**src/design/assert_macros.svh**
```systemverilog
// Assertion macros shared by the frame buffer RTL.
// Define NO_ASSERTIONS to compile them out.
`ifndef ASSERT_MACROS_SVH
`define ASSERT_MACROS_SVH

`ifndef NO_ASSERTIONS

// Check a property on every rising edge outside reset
`define ASSERT_PROP(label, clk, rst, prop, msg) \
  label: assert property (@(posedge clk) disable iff (rst) (prop)) else $error(msg);

// Check that a condition never holds outside reset
`define ASSERT_NEVER(label, clk, rst, cond, msg) \
  label: assert property (@(posedge clk) disable iff (rst) !(cond)) else $error(msg);

`else

`define ASSERT_PROP(label, clk, rst, prop, msg)
`define ASSERT_NEVER(label, clk, rst, cond, msg)

`endif

`endif

```
**src/design/fbri_pkg.sv**
```systemverilog
package fbri_pkg;

  // Default geometry of the frame store
  localparam int COLUMNS_DEF = 128;
  localparam int PAGES_DEF   = 8;

  // Width of the clipping arithmetic (covers x+w and y+h of any legal item)
  localparam int CALC_W = 10;

  // Item modes
  localparam logic MODE_INVERT = 1'b0;
  localparam logic MODE_TICK   = 1'b1;

  // Display link command bytes
  localparam logic [7:0] CMD_PAGE         = 8'hB0;
  localparam logic [7:0] CMD_COL_LOW_MASK = 8'h0F;
  localparam logic [7:0] CMD_COL_HIGH     = 8'h10;
  localparam logic [7:0] BYTE_ZERO        = 8'h00;

  typedef struct packed {
    logic       mode;
    logic [6:0] rect_x;
    logic [5:0] rect_y;
    logic [7:0] rect_width;
    logic [6:0] rect_height;
  } item_t;

  typedef struct packed {
    logic [7:0] out_byte;
    logic       is_data;
    logic       last_byte;
  } result_t;

endpackage

```
**src/design/fbri_rmw.sv**
```systemverilog
`include "assert_macros.svh"

module fbri_rmw #(
  parameter int COLUMNS = fbri_pkg::COLUMNS_DEF,
  parameter int PAGES   = fbri_pkg::PAGES_DEF,
  parameter int COL_W   = $clog2(COLUMNS),
  parameter int PG_W    = (PAGES > 1) ? $clog2(PAGES) : 1,
  parameter int RW_W    = PG_W + 3,
  parameter int AW      = $clog2(COLUMNS * PAGES)
) (
  input  logic             clk,
  input  logic             rst,
  input  logic             go,
  input  logic [COL_W-1:0] x_first_in,
  input  logic [COL_W-1:0] x_last_in,
  input  logic [RW_W-1:0]  row_first_in,
  input  logic [RW_W-1:0]  row_last_in,
  output logic             busy,
  output logic             rd_en,
  output logic [AW-1:0]    rd_addr,
  input  logic [7:0]       rd_data,
  output logic             wr_en,
  output logic [AW-1:0]    wr_addr,
  output logic [7:0]       wr_data
);

  localparam int DEPTH = COLUMNS * PAGES;

  typedef enum logic [1:0] {ST_CLEAR, ST_IDLE, ST_RUN} state_t;

  state_t          state;
  logic [AW-1:0]   clr_addr;
  logic [COL_W-1:0] col;
  logic [PG_W-1:0] page;
  logic [COL_W-1:0] x_first;
  logic [COL_W-1:0] x_last;
  logic [PG_W-1:0] pg_first;
  logic [PG_W-1:0] pg_last;
  logic [2:0]      lo_first;
  logic [2:0]      hi_last;
  logic            pend_valid;
  logic [AW-1:0]   pend_addr;
  logic [7:0]      pend_mask;

  logic [2:0]      lo;
  logic [2:0]      hi;
  logic [7:0]      mask_now;
  logic [AW-1:0]   cur_addr;

  // Rows of the rectangle that fall in the current page
  always_comb begin
    lo       = (page == pg_first) ? lo_first : 3'd0;
    hi       = (page == pg_last)  ? hi_last  : 3'd7;
    mask_now = (8'hFF << lo) & (8'hFF >> (3'd7 - hi));
    cur_addr = AW'(page) * AW'(COLUMNS) + AW'(col);
  end

  // Read now, write back the flipped byte in the next cycle
  assign rd_en   = (state == ST_RUN);
  assign rd_addr = cur_addr;
  assign wr_en   = (state == ST_CLEAR) || pend_valid;
  assign wr_addr = (state == ST_CLEAR) ? clr_addr : pend_addr;
  assign wr_data = (state == ST_CLEAR) ? fbri_pkg::BYTE_ZERO : (rd_data ^ pend_mask);
  assign busy    = (state != ST_IDLE) || pend_valid;

  // Sequencer: clearing pass after reset, then column and page walks
  always_ff @(posedge clk) begin
    if (rst) begin
      state      <= ST_CLEAR;
      clr_addr   <= '0;
      pend_valid <= 1'b0;
    end else begin
      pend_valid <= (state == ST_RUN);
      pend_addr  <= cur_addr;
      pend_mask  <= mask_now;
      unique case (state)
        ST_CLEAR: begin
          clr_addr <= clr_addr + AW'(1);
          if (clr_addr == AW'(DEPTH - 1)) begin
            state <= ST_IDLE;
          end
        end
        ST_IDLE: begin
          if (go) begin
            x_first  <= x_first_in;
            x_last   <= x_last_in;
            pg_first <= row_first_in[RW_W-1:3];
            pg_last  <= row_last_in[RW_W-1:3];
            lo_first <= row_first_in[2:0];
            hi_last  <= row_last_in[2:0];
            col      <= x_first_in;
            page     <= row_first_in[RW_W-1:3];
            state    <= ST_RUN;
          end
        end
        ST_RUN: begin
          if (col == x_last) begin
            col <= x_first;
            if (page == pg_last) begin
              state <= ST_IDLE;
            end else begin
              page <= page + PG_W'(1);
            end
          end else begin
            col <= col + COL_W'(1);
          end
        end
        default: state <= ST_IDLE;
      endcase
    end
  end

  `ASSERT_NEVER(a_rmw_same_entry, clk, rst, wr_en && rd_en && (wr_addr == rd_addr), "read and write hit one entry")
  `ASSERT_PROP(a_rmw_clear_busy, clk, rst, $fell(rst) |-> busy, "clearing pass not running after reset")
  `ASSERT_PROP(a_rmw_go_idle, clk, rst, go |-> !busy, "invert started while busy")

endmodule

```
**config.mk**
```make
export PLATFORM = sky130hd
export DESIGN_NAME = fbri_rmw
export DESIGN_NICKNAME = d
export VERILOG_FILES = /design/src/design/fbri_pkg.sv /design/src/design/fbri_rmw.sv
export VERILOG_INCLUDE_DIRS = /design/src /design/src/design
export SDC_FILE = /design/constraint.sdc
export NUM_CORES = 1
export LEC_CHECK = 0
export BUFFER_PORTS_ARGS = -buffer_cell sky130_fd_sc_hd__buf_4
export CAP_MARGIN = 0
export CELL_PAD_IN_SITES_DETAIL_PLACEMENT = 2
export CELL_PAD_IN_SITES_GLOBAL_PLACEMENT = 2
export CORE_MARGIN = 2
export CORE_UTILIZATION = 40
export CTS_BUF_LIST = sky130_fd_sc_hd__clkbuf_4 sky130_fd_sc_hd__clkbuf_8
export DETAILED_ROUTE_END_ITERATION = 12
export PLACE_DENSITY = 0.89
export SLEW_MARGIN = 20
export SYNTH_ARGS = -nofsm -noshare
export SYNTH_HDL_FRONTEND = slang
export SYNTH_SLANG_ARGS = --single-unit
```
**constraint.sdc**
```tcl
create_clock -name clk -period 6.6 [get_ports clk]
set_input_delay 0 -clock clk [delete_from_list [all_inputs] [get_ports clk]]
set_output_delay 0 -clock clk [all_outputs]
set_load 0.02 [all_outputs]
```
# Word-level counts from Yosys, hierarchy flattened
# Cells that the tools add are included.
# word_totals
wordCells,59
ff_bits,67
output_inout_bits,31
# classes
bitwise_logic,3
muxes,16
shift,2
eq_ne,12
reduce_logical,8
add_sub_neg,5
# op_table
cell,n
two-way mux 3 bit,5
two-way mux 7 bit,2
one-hot mux 7 bit (2 select lines),1
adder 10 x 1 -> 10 bit (second input constant),1
adder 10 x 7 -> 10 bit,1
equality test 10 bit (second input constant),1
two-way mux 10 bit,1
bitwise AND 8 bit,1
two-way mux 2 bit,4
two-way mux 8 bit,1
inequality test 2 x 1 -> 1 bit (second input constant),4
left shift 8 x 3 -> 8 bit (first input constant),1
right shift 8 x 3 -> 8 bit (first input constant),1
XOR 8 bit,1
adder 7 x 1 -> 7 bit (second input constant),1
equality test 7 bit,1
equality test 3 bit,2
one-hot mux 2 bit (3 select lines),1
one-hot mux 3 bit (2 select lines),1
AND reduction 3 bit,2
AND reduction 5 bit,1
inequality test 2 bit (second input constant),2
AND reduction 4 bit,1
adder 3 x 1 -> 3 bit (second input constant),1
7 further kinds,8

# Longest topological paths before layout
# Gate-level depths: netlist of run 1.
# logic_depth
ltp_word,5
mapped_depth,8

# Worst setup path after synthesis of run 1
# Ideal clock, no wire load.
# synth_timing
kind,register to register
from,register col[4]
to,register page[0] (enable)
required_time_ps,6217
synth_period_minus_slack_ps,2468
path_buffers,0
slack_ps,4132
stages_incl_launch_ff,5
arrival_time_ps,2085
cell_sequence,edfxtp_1 > xor2_1 > nor4_4 > nand4_4 > a2111oi_0
# synth_via
elab_chain_len,3
# synth_rtl
item,line_no,rtl
start: declaration,fbri_rmw.sv:33,logic [COL_W-1:0] col;
start signal: assignment,fbri_rmw.sv:91,col <= x_first_in;
start signal: assignment,fbri_rmw.sv:98,col <= x_first;
start signal: assignment,fbri_rmw.sv:105,col <= col + COL_W'(1);
equality test 7 bit,fbri_rmw.sv:97,if (col == x_last) begin
inequality test 2 x 1 -> 1 bit (no line),n/a,
AND reduction 5 bit (no line),n/a,
end signal: assignment,fbri_rmw.sv:92,page <= row_first_in[RW_W-1:3];
end signal: assignment,fbri_rmw.sv:102,page <= page + PG_W'(1);
end: declaration,fbri_rmw.sv:34,logic [PG_W-1:0] page;
# No other way between the ends.
# A chain may end at the register's enable or synchronous reset.

# Final worst setup path of run 1
# layout_timing
from,register col[4]
to,register page[2] (enable)
# The elaborated chain is that of the path after synthesis.

==> results of run 1 <==
## tightest hold or removal path, delay by kind of cell
family / cells / cell delay [ns]
AOI/OAI and AO/OA: 1 / 0.26
buffers and inverters: 1 / 0.10
muxes: 1 / 0.13
and+or+nand+nor: 1 / 0.11
## through the flow
step | hold WS [ns] | setup WS (ns) | cell area (um^2)
detailed placement | 0.179 | 3.95 | 3660
CTS | 0.234 | 3.92 | 4150
floorplan | 0.0724 | 4.13 | 3040
global route | 0.311 | 3.82 | 4160
finish | 0.292 | 3.86 | 4160
global placement | 0.179 | 4.12 | 3640
## routing by layer
layer  GRT usage, %  share of wire (%)  vias to the layer above
met1           33.4                 42                     1170
met2           47.8                 53                       67
met3           6.89                3.2                       12
met4           7.32                1.5                        0
li1               -                  -                     1036
met5              0                  0                        -
## sequential cells by signal, summed over array words and instances (netlist names)
name	count
lo_first	3
x_last	7
page	3
state	2
col	7
pg_last	3
x_first	7
pg_first	3
pend_valid	1
hi_last	3
clr_addr	10
pend_mask	8
pend_addr	10
## logic make-up (layout without fill, tap and decap cells)
logic type / after synthesis / in the layout
AOI/OAI and AO/OA: 24 / 24
xor gates and xnor gates: 36 / 36
adders and majority gates: 6 / 6
buffers and inverters: 12 / 117
DFF: 67 / 67
muxes: 21 / 21
and+or+nand+nor: 69 / 69
## placed cells by master, fill, tap and decap left out, types with 3 or more instances in the layout
master         netlist  layout
o21ai_1              6       6
dfxtp_1             13      13
buf_4                0      67
clkbuf_8             0       9
nand2_1             17      17
ha_1                 6       5
mux2_2              10      10
nand4_1              4       4
and3_1               3       3
mux2i_1              9       9
edfxtp_1            54      54
o21ai_0              3       3
dlygate4sd3_1        0      27
xor2_1              20      20
nor2_1              28      28
inv_1                6       6
nand3_1              6       6
a21oi_1              6       6
xnor2_1             16      16
## area by class of cell
cell class | count | area, um^2 | area share [%]
sequential | 67 | 1880 | 45.3
tap | 99 | 124 | 2.98
multi-input combinational | 156 | 1120 | 27.0
clock inverter | 7 | 92.6 | 2.23
clock buffer | 9 | 124 | 2.98
inverter | 6 | 22.5 | 0.542
timing repair buffer | 95 | 788 | 19.0
## power breakdown
group / switching (uW) / total (uW) / internal (uW)
sequential: 36.4 / 532 / 496
clock: 183 / 395 / 212
combinational: 183 / 325 / 142
total: 403 / 1250 / 850
## timing repair
item                                   in CTS  in global routing
setup endpoints to repair                   0                  0
hold buffers                               27                  0
endpoints found under the hold margin      46                  0
## path summary, 6_finish.rpt
| path | endpoint | from | slack [ns] | cells after the start |
|---|---|---|---|---|
| min | state[1]$_SDFFE_PP0P_ | go | 0.29 | 4 |
| max | page[2]$_DFFE_PP_ | col[4]$_DFFE_PP_ | 3.86 | 4 |
| max reg2reg | page[2]$_DFFE_PP_ | col[4]$_DFFE_PP_ | 3.86 | 4 |
| min reg2reg | state[1]$_SDFFE_PP0P_ | state[1]$_SDFFE_PP0P_ | 0.59 | 2 |
==> flow_metrics.tcl, run 1 <==
set metrics [dict create \
    post_cts_buffers 0 \
    crit_family "compound AO/OA/AOI/OAI gates" \
    muxShareOfSynthArea_pct 7.41 \
    synthTopCellsByCount "edfxtp_1, nor2_1, xor2_1" \
    synth_nets 278 \
    fp.dieArea_um2 8310 \
    yosys.area_share.adder_pct 2.47 \
    skew_ns 0.0182 \
    cp-start-kind "register" \
    synth-xor-area-share_pct 10.4 \
    maxCapViolations 0 \
    rsz0062_at_grt "no" \
    outcome "completed" \
    grt_pass1_wl_um 16500 \
    worst_slew_pin_slew_ns 0.900 \
    antennaDiodeCount 0 \
    fillerInstances 691 \
    cts_tree "done" \
    crit_type "reg -> reg" \
    cts.path.max_buffers 2 \
    arrival_ns 2.71 \
    routed_wl_um 10700 \
    cts_resized 0 \
    slowest_delay_ns 0.93 \
    netlist_top_cells_area "edfxtp_1, dfxtp_1, xor2_1" \
    post-route-min-period_ns 2.74 \
    grt_usage_pct 27.3 \
    cts_buffers 9 \
    timing.fmax_mhz 365 \
    synth_compound_area_share_pct 5.19 \
    nets 378 \
    synth_most_common_cell "edfxtp_1" \
    power_uw 1250 \
    syn_to_final_growth_pct 36.7 \
    synth-edff-count 54 \
    antenna_found_initial 0 \
    yosysUniqueCellTypes 35 \
    overflow 0 \
    slew-limit-headroom_pct 39.8 \
    slowest_stage "a2111oi_1" \
    io_buffers 67 \
    core_area_um2 7290 \
    synth_ff_type "edfxtp_1" \
    dr.pass1.iters 4 \
    grt_max_degree 28 \
    synth_seq_cells 67 \
    clk_pin_slew_ns 0.09 \
    stdcell_count 439 \
    ios 68 \
    finalMaxSlewViolations 0 \
    antenna_left 0 \
    async_reset_ff_share_pct 0 \
    setup_viol 0 \
    htreeDepth 3 \
    drive_above_1_share_pct 29.1 \
    dp_cells 396 \
    cts-root-buf "clkbuf_8" \
    die_width_um 91.2 \
    leakage_uw 0.00164 \
    yosysWarnings 0 \
    critPathBufInv 0 \
    drc_errors 0 \
    final_util_pct 57.0 \
    gp_congestion 0.777 \
    critPathCaptureType "register" \
    cts_sinks 67 \
    post_drt_wl_per_cell_um 24.4 \
    required_ns 6.58 \
    hp-class "in -> reg" \
    synth-seq-area-share_pct 61.9 \
    worstPathCellList "xor2_1 > nor4_4 > nand4_4 > a2111oi_1" \
    syn_area_per_cell_um2 12.9 \
    yosysTopAreaCell "edfxtp_1" \
    synth-simple-area-share_pct 11.2 \
    tns_ns 0 \
    syn-instance-count 235 \
    syn_area_um2 3040 \
    synth_top_area_share_pct 53.3 \
    power.density_nw_per_um2 301 \
    grt_pass1_vias 2613 \
    initial_core_util_pct 41.7 \
    die_h_um 91.2 \
    clk_latency_ns 0.36 \
    critPathMaxFanout 9 \
    viasPerCell 5.21 \
    hold_viol 0 \
    drt_iter0_drc 106 \
    row_count 31 \
    hpwlAfterDp_um 5980 \
    period_share_pct 41.5 \
    synth_top_family_by_area "simple AND/OR/NAND/NOR gates" \
    ir_drop_mv 0.181 \
    routed-via-count 2285 \
]
Note: power is estimated with default switching activity, not from simulation.
==> run 2, diff against run 1 <==
Settings changed: CORE_UTILIZATION 40 to 33, PLACE_DENSITY 0.89 to 0.79.
Clock period 6.6 ns to 2.2 ns, I/O delays scaled along.
==> flow_metrics.tcl, run 2 (synthesized netlist as in run 1, its figures left out) <==
set metrics [dict create \
    hold_viol 0 \
    setup_viol 0 \
    post_drt_wl_per_cell_um 19.9 \
    slowest_delay_ns 0.51 \
    placed_area_um2 3810 \
    cp-start-kind "register" \
    final_cell_mix "buf_4, edfxtp_1, nor2_1, dlygate4sd3_1, xor2_1" \
    antenna_found_initial 0 \
    drive_above_1_share_pct 33.1 \
    post-route-min-period_ns 2.11 \
    initial_core_util_pct 33.4 \
    dr.pass1.iters 4 \
    grtUsageMet2_pct 33.2 \
    leakage_uw 0.00172 \
    rsz0062_at_grt "no" \
    power.density_nw_per_um2 862 \
    cts_sinks 67 \
    slew-limit-headroom_pct 53.0 \
    cts_tree "done" \
    busiest_layer "met2" \
    io_buffers 67 \
    row_count 35 \
    clk_latency_ns 0.36 \
    routed-via-count 2252 \
    fillerInstances 908 \
    skew_ns 0.0107 \
    drt_iter0_drc 78 \
    final_common_cell "buf_4" \
    ios 68 \
    outcome "completed" \
    worstPathCellList "xor2_1 > nor4_4 > nand4_4 > a211oi_4 > mux2_1" \
    syn_to_final_growth_pct 41.3 \
    arrival_ns 2.35 \
    antennaDiodeCount 0 \
    critPathBufInv 0 \
    hp-class "in -> reg" \
    cts_buffers 9 \
    grt_pass1_vias 2435 \
    clk_pin_slew_ns 0.08 \
    required_ns 2.43 \
    antenna_left 0 \
    grtUsageMet3_pct 4.46 \
    grt_usage_pct 19.9 \
    seq_area_um2 1880 \
    hpwlAfterDp_um 6400 \
    slowest_stage "edfxtp_1" \
    htreeDepth 3 \
    die_h_um 100 \
    timing.fmax_mhz 473 \
    grt_pass1_wl_um 14500 \
    worst_slew_pin_slew_ns 0.702 \
    crit_type "reg -> reg" \
    fp.dieArea_um2 10000 \
    maxCapViolations 0 \
    fin_area_um2 4300 \
    routed_wl_um 9310 \
    reg.largest.list "clr_addr (10), pend_addr (10), pend_mask (8)" \
    crit_family "simple AND/OR/NAND/NOR gates" \
    grt_max_degree 21 \
    finalMaxSlewViolations 0 \
    ir_drop_mv 0.396 \
    viasPerCell 4.82 \
    core_area_um2 9110 \
    cts-root-buf "clkbuf_8" \
    critPathCaptureType "register" \
    cts.path.max_buffers 2 \
    tns_ns 0 \
    nets 394 \
    drc_errors 0 \
    gp_congestion 0.814 \
    multi_input_area_um2 1140 \
    period_share_pct 96.1 \
    die_width_um 100 \
    overflow 0 \
    grt_use_met1_pct 25.8 \
    critPathMaxFanout 5 \
    final_util_pct 47.2 \
]
==> run 2: timing repair <==
| action | 4_1_cts | 5_1_grt |
|---|---|---|
| endpoints found under the hold margin | 42 | 0 |
| gates resized for setup | 0 | 1 |
| setup endpoints to repair | 0 | 4 |
| hold buffers | 27 | 0 |
| setup buffers | 0 | 0 |
==> run 2: metal layers <==
| metal | vias to the layer above | routed length (um) |
|---|---|---|
| met3 | 9 | 241 |
| met1 | 1138 | 4200 |
| met5 | - | 0 |
| met2 | 38 | 4750 |
| met4 | 0 | 119 |
| li1 | 1067 | - |
==> run 2: final timing paths <==
| kind | slack, ns | endpoint | cells past startpoint | startpoint |
|---|---|---|---|---|
| max | 0.09 | state[0]$_SDFFE_PP0P_ | 5 | col[1]$_DFFE_PP_ |
| min reg2reg | 0.55 | state[1]$_SDFFE_PP0P_ | 2 | state[1]$_SDFFE_PP0P_ |
| min | 0.23 | x_last[2]$_DFFE_PP_ | 3 | go |
| max reg2reg | 0.09 | state[0]$_SDFFE_PP0P_ | 5 | col[1]$_DFFE_PP_ |
==> run 2: area by class of cell <==
class	instances	share of cell area, %
inverters	6	0.524
clock buffers	14	4.05
clock inverters	2	0.816
well taps	111	3.23
multi-input cells	156	26.6
flip-flops and latches	67	43.8
repair buffers	111	21.0
==> run 2: worst min-delay path, cell delays in order <==
cell and delay (ns):
buf_4 0.09, and3_1 0.17, buf_4 0.19
==> run 2: where the power goes <==
part / total, uW / internal [uW] / switching [uW]
logic: 1020 / 470 / 553
registers: 1570 / 1490 / 82.9
clock network: 1110 / 623 / 485
total: 3700 / 2580 / 1120
==> run 2: per-stage QoR <==
stage	setup slack, ns	std cells	power (uW)	hold WS (ns)
floorplan	0.0748	235	2130	0.0724
global placement	0.222	424	2510	0.179
detailed placement	0.0914	424	2570	0.181
CTS	0.0812	467	3700	0.225
global route	0.00268	467	3860	0.249
finish	0.0851	467	3700	0.234
