**src/design/assert_macros.svh**
```systemverilog
// Assertion macros shared by the frame buffer RTL.
// Define NO_ASSERTIONS to compile them out.
`ifndef ASSERT_MACROS_SVH
`define ASSERT_MACROS_SVH

`ifndef NO_ASSERTIONS

// Check a property on every rising edge outside reset
`define ASSERT_PROP(label, clk, rst, prop, msg) \
  label: assert property (@(posedge clk) disable iff (rst) (prop)) else $error(msg);

// Check that a condition never holds outside reset
`define ASSERT_NEVER(label, clk, rst, cond, msg) \
  label: assert property (@(posedge clk) disable iff (rst) !(cond)) else $error(msg);

`else

`define ASSERT_PROP(label, clk, rst, prop, msg)
`define ASSERT_NEVER(label, clk, rst, cond, msg)

`endif

`endif

```
**src/design/fbri_pkg.sv**
```systemverilog
package fbri_pkg;

  // Default geometry of the frame store
  localparam int COLUMNS_DEF = 128;
  localparam int PAGES_DEF   = 8;

  // Width of the clipping arithmetic (covers x+w and y+h of any legal item)
  localparam int CALC_W = 10;

  // Item modes
  localparam logic MODE_INVERT = 1'b0;
  localparam logic MODE_TICK   = 1'b1;

  // Display link command bytes
  localparam logic [7:0] CMD_PAGE         = 8'hB0;
  localparam logic [7:0] CMD_COL_LOW_MASK = 8'h0F;
  localparam logic [7:0] CMD_COL_HIGH     = 8'h10;
  localparam logic [7:0] BYTE_ZERO        = 8'h00;

  typedef struct packed {
    logic       mode;
    logic [6:0] rect_x;
    logic [5:0] rect_y;
    logic [7:0] rect_width;
    logic [6:0] rect_height;
  } item_t;

  typedef struct packed {
    logic [7:0] out_byte;
    logic       is_data;
    logic       last_byte;
  } result_t;

endpackage

```
**src/design/fbri_flush.sv**
```systemverilog
`include "assert_macros.svh"

module fbri_flush #(
  parameter int COLUMNS = fbri_pkg::COLUMNS_DEF,
  parameter int PAGES   = fbri_pkg::PAGES_DEF,
  parameter int COL_W   = $clog2(COLUMNS),
  parameter int CNT_W   = $clog2(COLUMNS + 1),
  parameter int PG_W    = (PAGES > 1) ? $clog2(PAGES) : 1,
  parameter int AW      = $clog2(COLUMNS * PAGES)
) (
  input  logic                clk,
  input  logic                rst,
  input  logic                load,
  input  logic [PG_W-1:0]     ld_page,
  input  logic [PG_W-1:0]     ld_final,
  input  logic [COL_W-1:0]    ld_col,
  input  logic [CNT_W-1:0]    ld_count,
  input  logic                tick,
  output logic                rd_en,
  output logic [AW-1:0]       rd_addr,
  input  logic [7:0]          rd_data,
  output logic                result_valid,
  output fbri_pkg::result_t   result
);

  localparam int SW = CNT_W + 1;

  typedef enum logic [1:0] {PH_PAGE, PH_COL_LOW, PH_COL_HIGH, PH_DATA} phase_t;

  phase_t           phase;
  logic             pending;
  logic [PG_W-1:0]  page;
  logic [PG_W-1:0]  final_pg;
  logic [COL_W-1:0] start_col;
  logic [CNT_W-1:0] count;
  logic [CNT_W-1:0] sent;
  logic             cmd_valid;
  logic [7:0]       cmd_byte;
  logic             data_wait;
  logic             data_last;

  logic [SW-1:0]    col_sum;
  logic [COL_W-1:0] col;
  logic [CNT_W-1:0] sent_next;

  // Column of the next data byte, held inside the screen
  always_comb begin
    col_sum   = SW'(start_col) + SW'(sent);
    col       = (col_sum >= SW'(COLUMNS)) ? COL_W'(COLUMNS - 1) : COL_W'(col_sum);
    sent_next = sent + CNT_W'(1);
  end

  assign rd_en   = tick && pending && (phase == PH_DATA);
  assign rd_addr = AW'(page) * AW'(COLUMNS) + AW'(col);

  // Command bytes come from a register, data bytes from the store read
  always_comb begin
    result_valid     = cmd_valid || data_wait;
    result.out_byte  = data_wait ? rd_data : cmd_byte;
    result.is_data   = data_wait;
    result.last_byte = data_wait && data_last;
  end

  // Flush sequencer
  always_ff @(posedge clk) begin
    if (rst) begin
      pending   <= 1'b0;
      phase     <= PH_PAGE;
      page      <= '0;
      final_pg  <= '0;
      start_col <= '0;
      count     <= '0;
      sent      <= '0;
      cmd_valid <= 1'b0;
      data_wait <= 1'b0;
    end else begin
      cmd_valid <= 1'b0;
      data_wait <= 1'b0;
      if (load) begin
        pending   <= 1'b1;
        phase     <= PH_PAGE;
        page      <= ld_page;
        final_pg  <= ld_final;
        start_col <= ld_col;
        count     <= ld_count;
        sent      <= '0;
      end else if (tick && pending) begin
        unique case (phase)
          PH_PAGE: begin
            cmd_byte  <= fbri_pkg::CMD_PAGE + 8'(page);
            cmd_valid <= 1'b1;
            phase     <= PH_COL_LOW;
          end
          PH_COL_LOW: begin
            cmd_byte  <= 8'(start_col) & fbri_pkg::CMD_COL_LOW_MASK;
            cmd_valid <= 1'b1;
            phase     <= PH_COL_HIGH;
          end
          PH_COL_HIGH: begin
            cmd_byte  <= fbri_pkg::CMD_COL_HIGH
                         + ((8'(start_col) >> 4) & fbri_pkg::CMD_COL_LOW_MASK);
            cmd_valid <= 1'b1;
            sent      <= '0;
            phase     <= PH_DATA;
          end
          PH_DATA: begin
            data_wait <= 1'b1;
            data_last <= 1'b0;
            if (sent_next >= count) begin
              if (page >= final_pg) begin
                data_last <= 1'b1;
                pending   <= 1'b0;
              end else begin
                page <= page + PG_W'(1);
              end
              phase <= PH_PAGE;
              sent  <= '0;
            end else begin
              sent <= sent_next;
            end
          end
          default: phase <= PH_PAGE;
        endcase
      end
    end
  end

  `ASSERT_PROP(a_fl_after_tick, clk, rst, result_valid |-> $past(tick), "result without a tick")
  `ASSERT_PROP(a_fl_last_done, clk, rst, (data_wait && data_last) |-> !pending, "flush still pending after last byte")
  `ASSERT_NEVER(a_fl_both, clk, rst, cmd_valid && data_wait, "command and data byte in one cycle")

endmodule

```
**config.mk**
```make
export PLATFORM = sky130hd
export DESIGN_NAME = fbri_flush
export DESIGN_NICKNAME = d
export VERILOG_FILES = /design/src/design/fbri_pkg.sv /design/src/design/fbri_flush.sv
export VERILOG_INCLUDE_DIRS = /design/src /design/src/design
export SDC_FILE = /design/constraint.sdc
export NUM_CORES = 1
export LEC_CHECK = 0
export ABC_AREA = 1
export BUFFER_PORTS_ARGS = -buffer_cell sky130_fd_sc_hd__buf_2
export CORE_ASPECT_RATIO = 1.25
export CORE_UTILIZATION = 35
export CTS_CLUSTER_DIAMETER = 50
export DETAILED_ROUTE_END_ITERATION = 12
export PLACE_DENSITY = 0.55
export SYNTH_ARGS = -nofsm -noshare
export SYNTH_HDL_FRONTEND = slang
export SYNTH_SLANG_ARGS = --single-unit
```
**constraint.sdc**
```tcl
create_clock -name clk -period 2.2 [get_ports clk]
set_clock_uncertainty 0.1 [all_clocks]
set_input_delay 0.44 -clock clk [delete_from_list [all_inputs] [get_ports clk]]
set_output_delay 0.44 -clock clk [all_outputs]
set_load 0.01 [all_outputs]
```
Yosys cells after proc, flatten, opt, wreduce, memory -nomap -nowiden
Index checks and enable logic that the tools add are counted.

storage, ports and cells
  register bits = 43
  latch bits = 0
  memory bits (writable) = 0
  memory bits (read-only) = 0
  input port bits = 33
  output and inout bits = 22
  memories kept = 0

cells by class
  $add $sub $neg = 6
  multipliers = 0
  div/mod/pow operators = 0
  $lt $le $gt $ge = 3
  eq/ne operators = 5
  shifts and indexed selects = 0
  multiplexer cells = 20
  bitwise gates (word level) = 3
  reductions and logical operators = 20

operators by type and width
  kind                 number
  $pmux 8 s3           1
  $mux 8               2
  $pmux 8 s2           1
  $reduce_and 4->1     4
  $mux 3               5
  $add 10x7->10        1
  $reduce_bool 2->1    5
  $add 7x8->9          1
  $ge 9x8->1 const B   1
  $add 8x1->8 const B  1
  $add 8x3->8 const A  1
  $ge 8x8->1           1
  $mux 1               8
  $pmux 2 s4           1
  $mux 7               1
  $add 5x3->6 const A  1
  $reduce_or 3->1      2
  $eq 2x2->1 const B   2
  $reduce_and 2->1     2
  $add 3x1->3 const B  1
  $ge 3x3->1           1
  $logic_and 1x1->1    3
  $not 1->1            3
  $reduce_bool 3->1    1
  other kinds (7)      7

Logic depth before layout (Yosys ltp)
Gate-level depths: netlist of run 1.

  depth in word-level cells = 6
  gate-level depth with buffers = 15
  depth with buffers taken out = 15

Worst setup path before layout of run 1
Ideal clock, no wire load.

  path type = flip-flop to output port
  from = register sent[0]
  to = output port rd_addr[0]
  arrival = 1.626 ns
  data required time = 1.660 ns
  slack = 0.034 ns
  cell stages (with the launch flop) = 9
  path buffers = 0
  cell sequence = dfxtp_1 -> ha_1 -> fa_1 -> nand3_1 -> nand2_1 -> a21boi_1 -> o211ai_1 -> nand2_1 -> nand2_1

on the way
  cells in the longest elaborated chain, start to end = 4

RTL lines
  item                    RTL line           text
  start, declared         fbri_flush.sv:36   logic [CNT_W-1:0] sent;
  start signal, assigned  fbri_flush.sv:119  sent <= sent_next;
  $add 7x8->9 (*)         fbri_flush.sv:48   col_sum = SW'(start_col) + SW'(sent);
  $ge 9x8->1              fbri_flush.sv:49   col = (col_sum >= SW'(COLUMNS)) ? COL_W'(COLUMNS - 1) : COL_W'(col_sum);
  $mux 7 (*)              fbri_flush.sv:49
  $add 10x7->10 (*)       fbri_flush.sv:54   assign rd_addr = AW'(page) * AW'(COLUMNS) + AW'(col);
  end, declared           fbri_flush.sv:20   output logic [AW-1:0] rd_addr,

Every way passes the cells marked *; elsewhere a longest branch is shown, timed or not.

Worst setup path after layout of run 1
  from = register sent[0]
  to = output port rd_addr[1]

Same word-level chain as after synthesis.

==> impl_metrics.json, run 1 <==
{
  "crit_path_max_incr_delay_ns": 0.34,
  "yosys_warnings": 0,
  "worst_slack_ns": -0.251,
  "cts_tree": "done",
  "crit_slowest_cell": "dfxtp_2",
  "path_class": "reg2out",
  "period_minus_slack_ns": 2.45,
  "synthFlopType": "dfxtp_1",
  "r2r-start": "sent[0]",
  "cp_common_cell": "nand2_2",
  "crit_path_start": "sent[0]",
  "worstMarginPinSlew_ns": 0.540,
  "wl_um": 5790,
  "slew_violations": 0,
  "crit_family": "adder cells",
  "worstPathMaxFanout": 7,
  "tns_ns": -3.19,
  "clockBufferDepth": 2,
  "dp_hpwl_um": 4350,
  "synthTopCellsByCount": "nand2_1 (75), inv_1 (37), dfxtp_1 (34), nor2_1 (33), a21oi_1 (28)",
  "via_per_inst": 4.64,
  "wl_per_cell_um": 11.6,
  "initialDrtViolationCount": 36,
  "avgSynthCellArea_um2": 7.45,
  "gr-usage-all-layers_pct": 16.9,
  "min-delay-start": "rst",
  "path_buf_inv": 1,
  "final_antenna_net_count": 0,
  "peakVddDrop_mv": 0.288,
  "hold_class": "in2reg",
  "grt_max_degree": 33,
  "drv_cap": 0,
  "clock-sinks": 41,
  "leakage_nw": 1.60,
  "yosysTopAreaCellShare_pct": 27.8,
  "dp_slack_ns": -0.174,
  "status": "finished, violations left",
  "cts_buffers": 5,
  "numPortBuffers": 54,
  "holdBufCountCts": 0,
  "synth_cells": 329,
  "placementRows": 33,
  "required_ns": 1.66,
  "io_pins": 55,
  "grt-ovfl-total": 0,
  "cp.depth": 9,
  "r2r-end": "sent[4]",
  "dr.pass1.iters": 4,
  "synth_area_leaders": "dfxtp_1 (28%), ha_1 (12%), nand2_1 (11%)",
  "cts_root_buf": "clkbuf_8",
  "power.density_nw_per_um2": 471,
  "start_kind": "register",
  "synth_nets": 387,
  "syn2layout_area_growth_pct": 35.4,
  "reg2reg_depth": 12,
  "synth_area_um2": 2450,
  "synth_top_area_cell": "dfxtp_1",
  "synthDistinctLibCells": 36,
  "violations": "negative setup slack",
  "die_area_um2": 7340,
  "timing.fmax_mhz": 408,
  "place.gp.congestion": 0.752,
  "core-area_um2": 6650,
  "ys_seq_area_share_pct": 36.3,
  "hold_viol": 0,
  "fin_nets": 470,
  "rsz0062_at_grt": "true",
  "setup_viol": 21,
  "ys_async_sr_fraction_pct": 0,
  "synth_most_common_cell": "nand2_1",
  "clkTransAtPathRegs_ns": 0.09,
  "synth_seq_cells": 41,
  "grt_antenna_before_repair": 0,
  "crit_chain": "ha_4 -> fa_2 -> nand3_2 -> nand2_2 -> a21boi_2 -> o211ai_1 -> nand2_2 -> nand2_1 -> buf_2",
  "clk_latency_ns": 0.30,
  "r2r_setup_slack_ns": -0.16,
  "drive_gt1_share_pct": 34.9,
  "vias": 2321,
  "period_share_pct": 111,
  "synth-edff-count": 7,
  "critPathCapture": "rd_addr[1]",
  "drc_errors": 0,
  "max_slew_margin_pct": 63.9,
  "worst_setup_path_end_kind": "output pin",
  "die_height_um": 95.6,
  "initial_utilization_pct": 36.9,
  "grt_pass1_vias": 2242,
  "die_w_um": 76.9,
  "htree_levels": 2,
  "worstPathArrival_ns": 1.91,
  "grt_pass1_wl_um": 9780,
  "n_antenna_cell": 0
}
## how the worst min path moves through the flow
stage / end / cells past startpoint
floorplan: final_pg[1] / 2
global placement: final_pg[1] / 2
detailed placement: final_pg[1] / 2
CTS: pending / 2
global route: final_pg[0] / 3
finish: pending / 2
## where the power goes
group	total [W]	leakage (nW)	switching, W	internal, W
registers	0.000816	0.344	0.0000246	0.000792
clock network	0.000510	0.0445	0.000285	0.000225
logic	0.000238	1.21	0.000131	0.000107
## layer usage
metal	GRT usage, %	part of all wire, %	up-vias
met5	0	0	-
met3	3.64	3.7	15
met1	19.2	44	1037
li1	-	-	1222
met4	7.69	2.8	0
met2	30.3	49	47
## worst reg2reg max path, stage by stage (launching register included)
cell and delay, ns:
dfxtp_2 0.36, buf_4 0.15, nand3_2 0.10, nor3_4 0.15, nand2_2 0.08, xor2_2 0.16
ha_1 0.31, a21o_1 0.19, nor2_2 0.14, nand3_2 0.12, nor2_4 0.23, nand2_1 0.08
a21oi_1 0.13
## cell families (layout without fill, tap and decap cells)
family / Yosys count / in the layout / share of synthesized area (%)
AOI/OAI and AO/OA: 61 / 61 / 13.4
xor gates and xnor gates: 10 / 10 / 3.57
adders and majority gates: 25 / 25 / 13.1
muxes: 1 / 1 / 0.408
buffers and inverters: 50 / 134 / 7.81
and+or+nand+nor: 141 / 141 / 25.4
DFF: 41 / 41 / 36.3
## cells in the final DEF, fill, tap and decap left out, types with 2 or more instances in the layout
cell	instances
clkbuf_8	5
xnor2_1	5
nand3_2	4
buf_2	52
nand2_4	2
ha_4	6
o21ai_1	8
ha_1	18
nor2_1	32
nor2_2	3
nor2_4	2
a21oi_2	5
a21oi_1	23
nand3_1	12
edfxtp_1	7
inv_2	4
nand2_2	11
buf_4	28
dfxtp_2	4
nor3_1	3
dfxtp_1	29
inv_1	37
or2_2	2
buf_6	4
o21ai_0	16
nand2_1	66
xor2_1	3
a21o_1	2
## state kept, by name, summed over array words and instances (netlist names), 2 cells and up
| signal | cells |
|---|---|
| start_col | 7 |
| phase | 2 |
| count | 8 |
| cmd_byte | 6 |
| page | 3 |
| final_pg | 3 |
| sent | 8 |
## layout make-up
class                      count  area [µm²]
clock buffer                   5        68.8
clock inverter                 3        21.3
fill                         694        3330
inverter                      42         158
multi-input combinational    238        1550
sequential                    41         900
tap                           87         109
timing repair buffer          84         515
## repair_timing
action	CTS	global route
endpoints found under the setup margin	22	22
buffers inserted	7	4
pin swaps	11	23
gates resized for setup	19	26
## metrics by stage
stage / area (µm²) / hold slack, ns / total power, W / cells / util (%)
2_1_floorplan: 2450 / 0.333 / 0.000969 / 329 / -
6_report: 3320 / 0.255 / 0.00157 / 500 / 49.9
3_3_place_gp: 2940 / 0.347 / 0.00105 / 481 / 44.2
3_5_place_dp: 2940 / 0.353 / 0.00106 / 481 / 44.2
4_1_cts: 3170 / 0.249 / 0.00158 / 496 / 47.8
5_1_grt: 3320 / 0.268 / 0.00165 / 500 / 49.9
Power figures use the tool's default switching activity.
==> run 2: changes to the inputs <==
Settings changed: CORE_UTILIZATION 35 to 38, GPL_TIMING_DRIVEN from default to 1, PLACE_DENSITY 0.55 to 0.59.
==> run 2 against run 1 <==
The run still ends with negative setup slack left. Utilization rose by 4.7 points. Maximum frequency fell by 0.24%. Via count rose by 1.7%. Clock power fell by 4%. First-iteration DRC count rose by 81%. Critical path type unchanged. Largest power group unchanged.
==> impl_metrics.json, run 2 (synthesized netlist as in run 1, its figures left out) <==
{
  "core-area_um2": 6210,
  "r2r_setup_slack_ns": -0.22,
  "worst_setup_path_end_kind": "output pin",
  "max_slew_margin_pct": 60.5,
  "hold_viol": 0,
  "grt_max_degree": 33,
  "cts_root_buf": "clkbuf_8",
  "reg_top3": "count x8, sent x8, start_col x7",
  "fin_nets": 471,
  "clkTransAtPathRegs_ns": 0.08,
  "layout_common_cells": "nand2_1 (63), buf_2 (54), inv_1 (36)",
  "required_ns": 1.66,
  "wl_per_cell_um": 12.1,
  "vias": 2360,
  "drc_errors": 0,
  "drive_gt1_share_pct": 37.2,
  "n_antenna_cell": 0,
  "htree_levels": 2,
  "syn2layout_area_growth_pct": 38.4,
  "dr.pass1.iters": 4,
  "clock-sinks": 41,
  "hold_class": "in2reg",
  "timing.fmax_mhz": 407,
  "worstPathArrival_ns": 1.92,
  "path_buf_inv": 1,
  "gr-usage-all-layers_pct": 18.9,
  "crit_slowest_cell": "dfxtp_4",
  "clk_latency_ns": 0.30,
  "die_height_um": 91.8,
  "setup_viol": 22,
  "holdWs_ns": 0.255,
  "die_w_um": 73.8,
  "path_class": "reg2out",
  "status": "finished, violations left",
  "cp_common_cell": "nand2_2",
  "peakVddDrop_mv": 0.434,
  "layout_commonest_cell": "nand2_1",
  "initial_utilization_pct": 39.5,
  "placementRows": 32,
  "period_minus_slack_ns": 2.46,
  "final_antenna_net_count": 0,
  "clockBufferDepth": 2,
  "wl_met2_um": 3190,
  "violations": "negative setup slack",
  "crit_chain": "ha_4 -> fa_2 -> nand3_2 -> nand2_2 -> a21boi_2 -> o211ai_1 -> nand2_2 -> nand2_1 -> buf_2",
  "wl_met1_um": 2630,
  "initialDrtViolationCount": 65,
  "grt_antenna_before_repair": 0,
  "via_per_inst": 4.73,
  "drv_cap": 0,
  "slew_violations": 0,
  "wl_um": 6050,
  "power.density_nw_per_um2": 459,
  "dp_hpwl_um": 4270,
  "worstMarginPinSlew_ns": 0.591,
  "final_util_pct": 54.7,
  "grt_pass1_wl_um": 9850,
  "io_pins": 55,
  "place.gp.congestion": 0.823,
  "cts_buffers": 5,
  "period_share_pct": 112,
  "start_kind": "register",
  "wl_met3_um": 157,
  "worst_slack_ns": -0.257,
  "crit_family": "adder cells",
  "cts_tree": "done",
  "numPortBuffers": 54,
  "crit_path_max_incr_delay_ns": 0.36,
  "leakage_nw": 1.61,
  "grt-ovfl-total": 0,
  "top_layer": "met4",
  "grt_pass1_vias": 2205,
  "rsz0062_at_grt": "true",
  "die_area_um2": 6780,
  "post-place-cells": 479,
  "fin_cells": 499,
  "worstPathMaxFanout": 7
}
## run 2: stage by stage
step                setup slack, ns  TNS (ns)  power [W]  instance area (µm²)
finish                       -0.257     -4.17    0.00156                 3390
floorplan                    0.0336         0   0.000969                 2450
global placement             -0.187     -1.77    0.00105                 2940
global route                 -0.374     -6.75    0.00164                 3390
detailed placement           -0.205     -2.40    0.00106                 2940
CTS                          -0.309     -4.12    0.00156                 3170
## run 2: power breakdown
part | internal (W) | total, W | switching [W] | leakage [nW]
clock network | 0.000219 | 0.000492 | 0.000273 | 0.0455
logic | 0.000109 | 0.000250 | 0.000141 | 1.22
registers | 0.000791 | 0.000814 | 0.0000237 | 0.345
total | 0.00112 | 0.00156 | 0.000437 | 1.61
## run 2: routing by layer
metal / vias up / GRT usage (%)
met4: 0 / 5.29
met3: 6 / 3.96
li1: 1229 / -
met5: - / 0
met1: 1078 / 21.6
met2: 47 / 34.3
## run 2: path summary, 6_finish.rpt
check	end	from	depth (start not counted)
min	page[2]	rst	2
max	rd_addr[3]	sent[0]	9
min reg2reg	final_pg[2]	final_pg[2]	2
max reg2reg	page[1]	sent[1]	15
## run 2: final cells by class
class / instances / area (µm²)
tap: 85 / 106
fill: 588 / 2810
clock inverter: 3 / 17.5
multi-input combinational: 238 / 1610
clock buffer: 5 / 68.8
inverter: 42 / 160
timing repair buffer: 85 / 531
sequential: 41 / 902
## run 2: what timing repair did
item | in CTS | in global routing
pin swaps | 19 | 29
hold endpoints to repair | 0 | 0
endpoints found under the setup margin | 20 | 22
hold buffers | 0 | 0
resized for setup | 28 | 37
buffers inserted | 4 | 8
## run 2: worst register-to-register path: stages, from the launching register on
cell and delay [ns]:
dfxtp_4 0.38, buf_12 0.11, nand3_4 0.07, nor3_4 0.16, nand2_2 0.10, xor2_2 0.16
ha_1 0.33, a21o_1 0.23, nor2_4 0.15, buf_6 0.12, nand2_4 0.05, nand2_4 0.09
nand2_4 0.07, nand2_2 0.09, nand2_1 0.04, nor2_1 0.11
==> run 3: changes to the inputs <==
Settings changed: SETUP_SLACK_MARGIN from default to 0.1.
==> run 3 against run 2 <==
The run still ends with negative setup slack left. Highest routed layer unchanged. Clock power barely moved. Die area did not move. Critical endpoint unchanged. Critical path depth did not move. Sequential share of layout area rose by 0.40 points. Global-route usage fell by 1.2 points. Setup slack got worse by 0.0093 ns. Clock-buffer cell count rose by 2. Worst hold slack improved by 0.0032 ns. Wire length fell by 2.5%.
==> impl_metrics.json, run 3 (synthesized netlist as in run 1, its figures left out) <==
{
  "die_area_um2": 6780,
  "die_height_um": 91.8,
  "fillers": 599,
  "reg2reg_depth": 16,
  "peakVddDrop_mv": 0.209,
  "clkTransAtPathRegs_ns": 0.09,
  "violations": "negative setup slack",
  "fin_nets": 469,
  "r2r-start": "sent[0]",
  "initialDrtViolationCount": 93,
  "grt_pass1_wl_um": 9360,
  "holdPathStages": 3,
  "design_area_um2": 3360,
  "core-area_um2": 6210,
  "power.density_nw_per_um2": 462,
  "hold_class": "in2reg",
  "hold_viol": 0,
  "period_share_pct": 112,
  "grt_max_degree": 33,
  "layout_commonest_cell": "nand2_1",
  "cts_root_buf": "clkbuf_8",
  "worst_slack_ns": -0.266,
  "n_antenna_cell": 0,
  "wl_um": 5900,
  "die_w_um": 73.8,
  "syn2layout_area_growth_pct": 37.0,
  "gr-usage-all-layers_pct": 17.6,
  "ff_latch_area_um2": 906,
  "cts_tree": "done",
  "multi_input_area_um2": 1610,
  "drc_errors": 0,
  "worst_setup_path_end_kind": "output pin",
  "min_to": "final_pg[0]",
  "required_ns": 1.66,
  "max_slew_margin_pct": 63.5,
  "via_per_inst": 4.79,
  "dr.pass1.iters": 4,
  "place.gp.congestion": 0.795,
  "placed_area_um2": 2960,
  "initial_utilization_pct": 39.5,
  "worstPathArrival_ns": 1.93,
  "path_class": "reg2out",
  "wl_met3_um": 225,
  "worstMarginPinSlew_ns": 0.546,
  "placementRows": 32,
  "clockBufferDepth": 2,
  "worstPathMaxFanout": 7,
  "timing.fmax_mhz": 405,
  "grt_antenna_before_repair": 0,
  "holdBufCountCts": 0,
  "wl_per_cell_um": 11.9,
  "numPortBuffers": 54,
  "rsz0062_at_grt": "true",
  "layout_common_cells": "nand2_1 (64), buf_2 (53), inv_1 (37)",
  "slew_violations": 0,
  "top_layer": "met4",
  "leakage_nw": 1.58,
  "r2r_setup_slack_ns": -0.21,
  "fin_total_pwr_w": 0.00155,
  "grt_pass1_vias": 2166,
  "grt-ovfl-total": 0,
  "r2r-end": "phase[0]",
  "min-delay-start": "ld_final[0]",
  "io_pins": 55,
  "wl_met2_um": 2910,
  "vias": 2380,
  "period_minus_slack_ns": 2.47,
  "setup_viol": 22,
  "dp_hpwl_um": 4310,
  "clock-sinks": 41,
  "cts_buffers": 5,
  "wl_met1_um": 2640,
  "reg_top3": "count x8, sent x8, start_col x7",
  "htree_levels": 2,
  "drive_gt1_share_pct": 36.7,
  "drv_cap": 0,
  "final_antenna_net_count": 0,
  "start_kind": "register",
  "status": "finished, violations left",
  "clk_latency_ns": 0.30
}
## run 3: changes by cell type in the layout (fill, tap and decap cells not counted), sizes merged
cell	before	now
clkinv	4	1
buf	85	83
clkbuf	5	7
clkinvlp	0	1
## run 3: per-layer routing
layer,vias up,global-route usage [%]
met5,-,0
met4,0,6.73
met3,12,2.64
met2,59,30.4
met1,1078,21.6
li1,1231,-
## run 3: how the worst max path moves through the flow
stage	start	to	slack, ns	cells after the start
floorplan	sent[0]	rd_addr[1]	0.09	8
global placement	sent[0]	rd_addr[5]	-0.06	9
detailed placement	sent[2]	sent[1]	-0.11	13
CTS	sent[0]	rd_addr[3]	-0.29	9
global route	sent[2]	rd_addr[6]	-0.38	10
finish	sent[1]	rd_addr[3]	-0.27	9
## run 3: area by class of cell
type                       count  area share (%)
tap                           85            3.17
timing repair buffer          83            14.8
clock inverter                 1           0.224
multi-input combinational    238            47.8
clock buffer                   7            2.27
sequential                    41            27.0
inverter                      42            4.70
## run 3: repair_timing
item | CTS | global route
gates resized for setup | 20 | 27
setup endpoints to repair | 22 | 22
pin swaps | 18 | 21
buffers inserted | 5 | 4
## run 3: stage by stage
step | hold slack (ns) | cells | util [%] | setup TNS [ns] | worst slack [ns]
floorplan | 0.333 | 329 | - | 0 | 0.0861
global placement | 0.350 | 480 | 47.8 | -0.705 | -0.0624
detailed placement | 0.355 | 480 | 47.8 | -1.52 | -0.110
CTS | 0.258 | 493 | 51.5 | -4.04 | -0.293
global route | 0.266 | 497 | 54.1 | -6.92 | -0.379
finish | 0.258 | 497 | 54.1 | -4.13 | -0.266
## run 3: critical path: stages (launching register included)
cell and delay (ns):
dfxtp_4 0.38, buf_6 0.13, fa_2 0.36, nand3_2 0.07, nand2_2 0.06, a21boi_2 0.16, o211ai_1 0.12, nand2_2 0.15
nand2_1 0.07, buf_2 0.13
## run 3: where the power goes
| group | switching (W) | internal [W] |
|---|---|---|
| sequential | 0.0000268 | 0.000790 |
| combinational | 0.000132 | 0.000110 |
| clock | 0.000266 | 0.000225 |
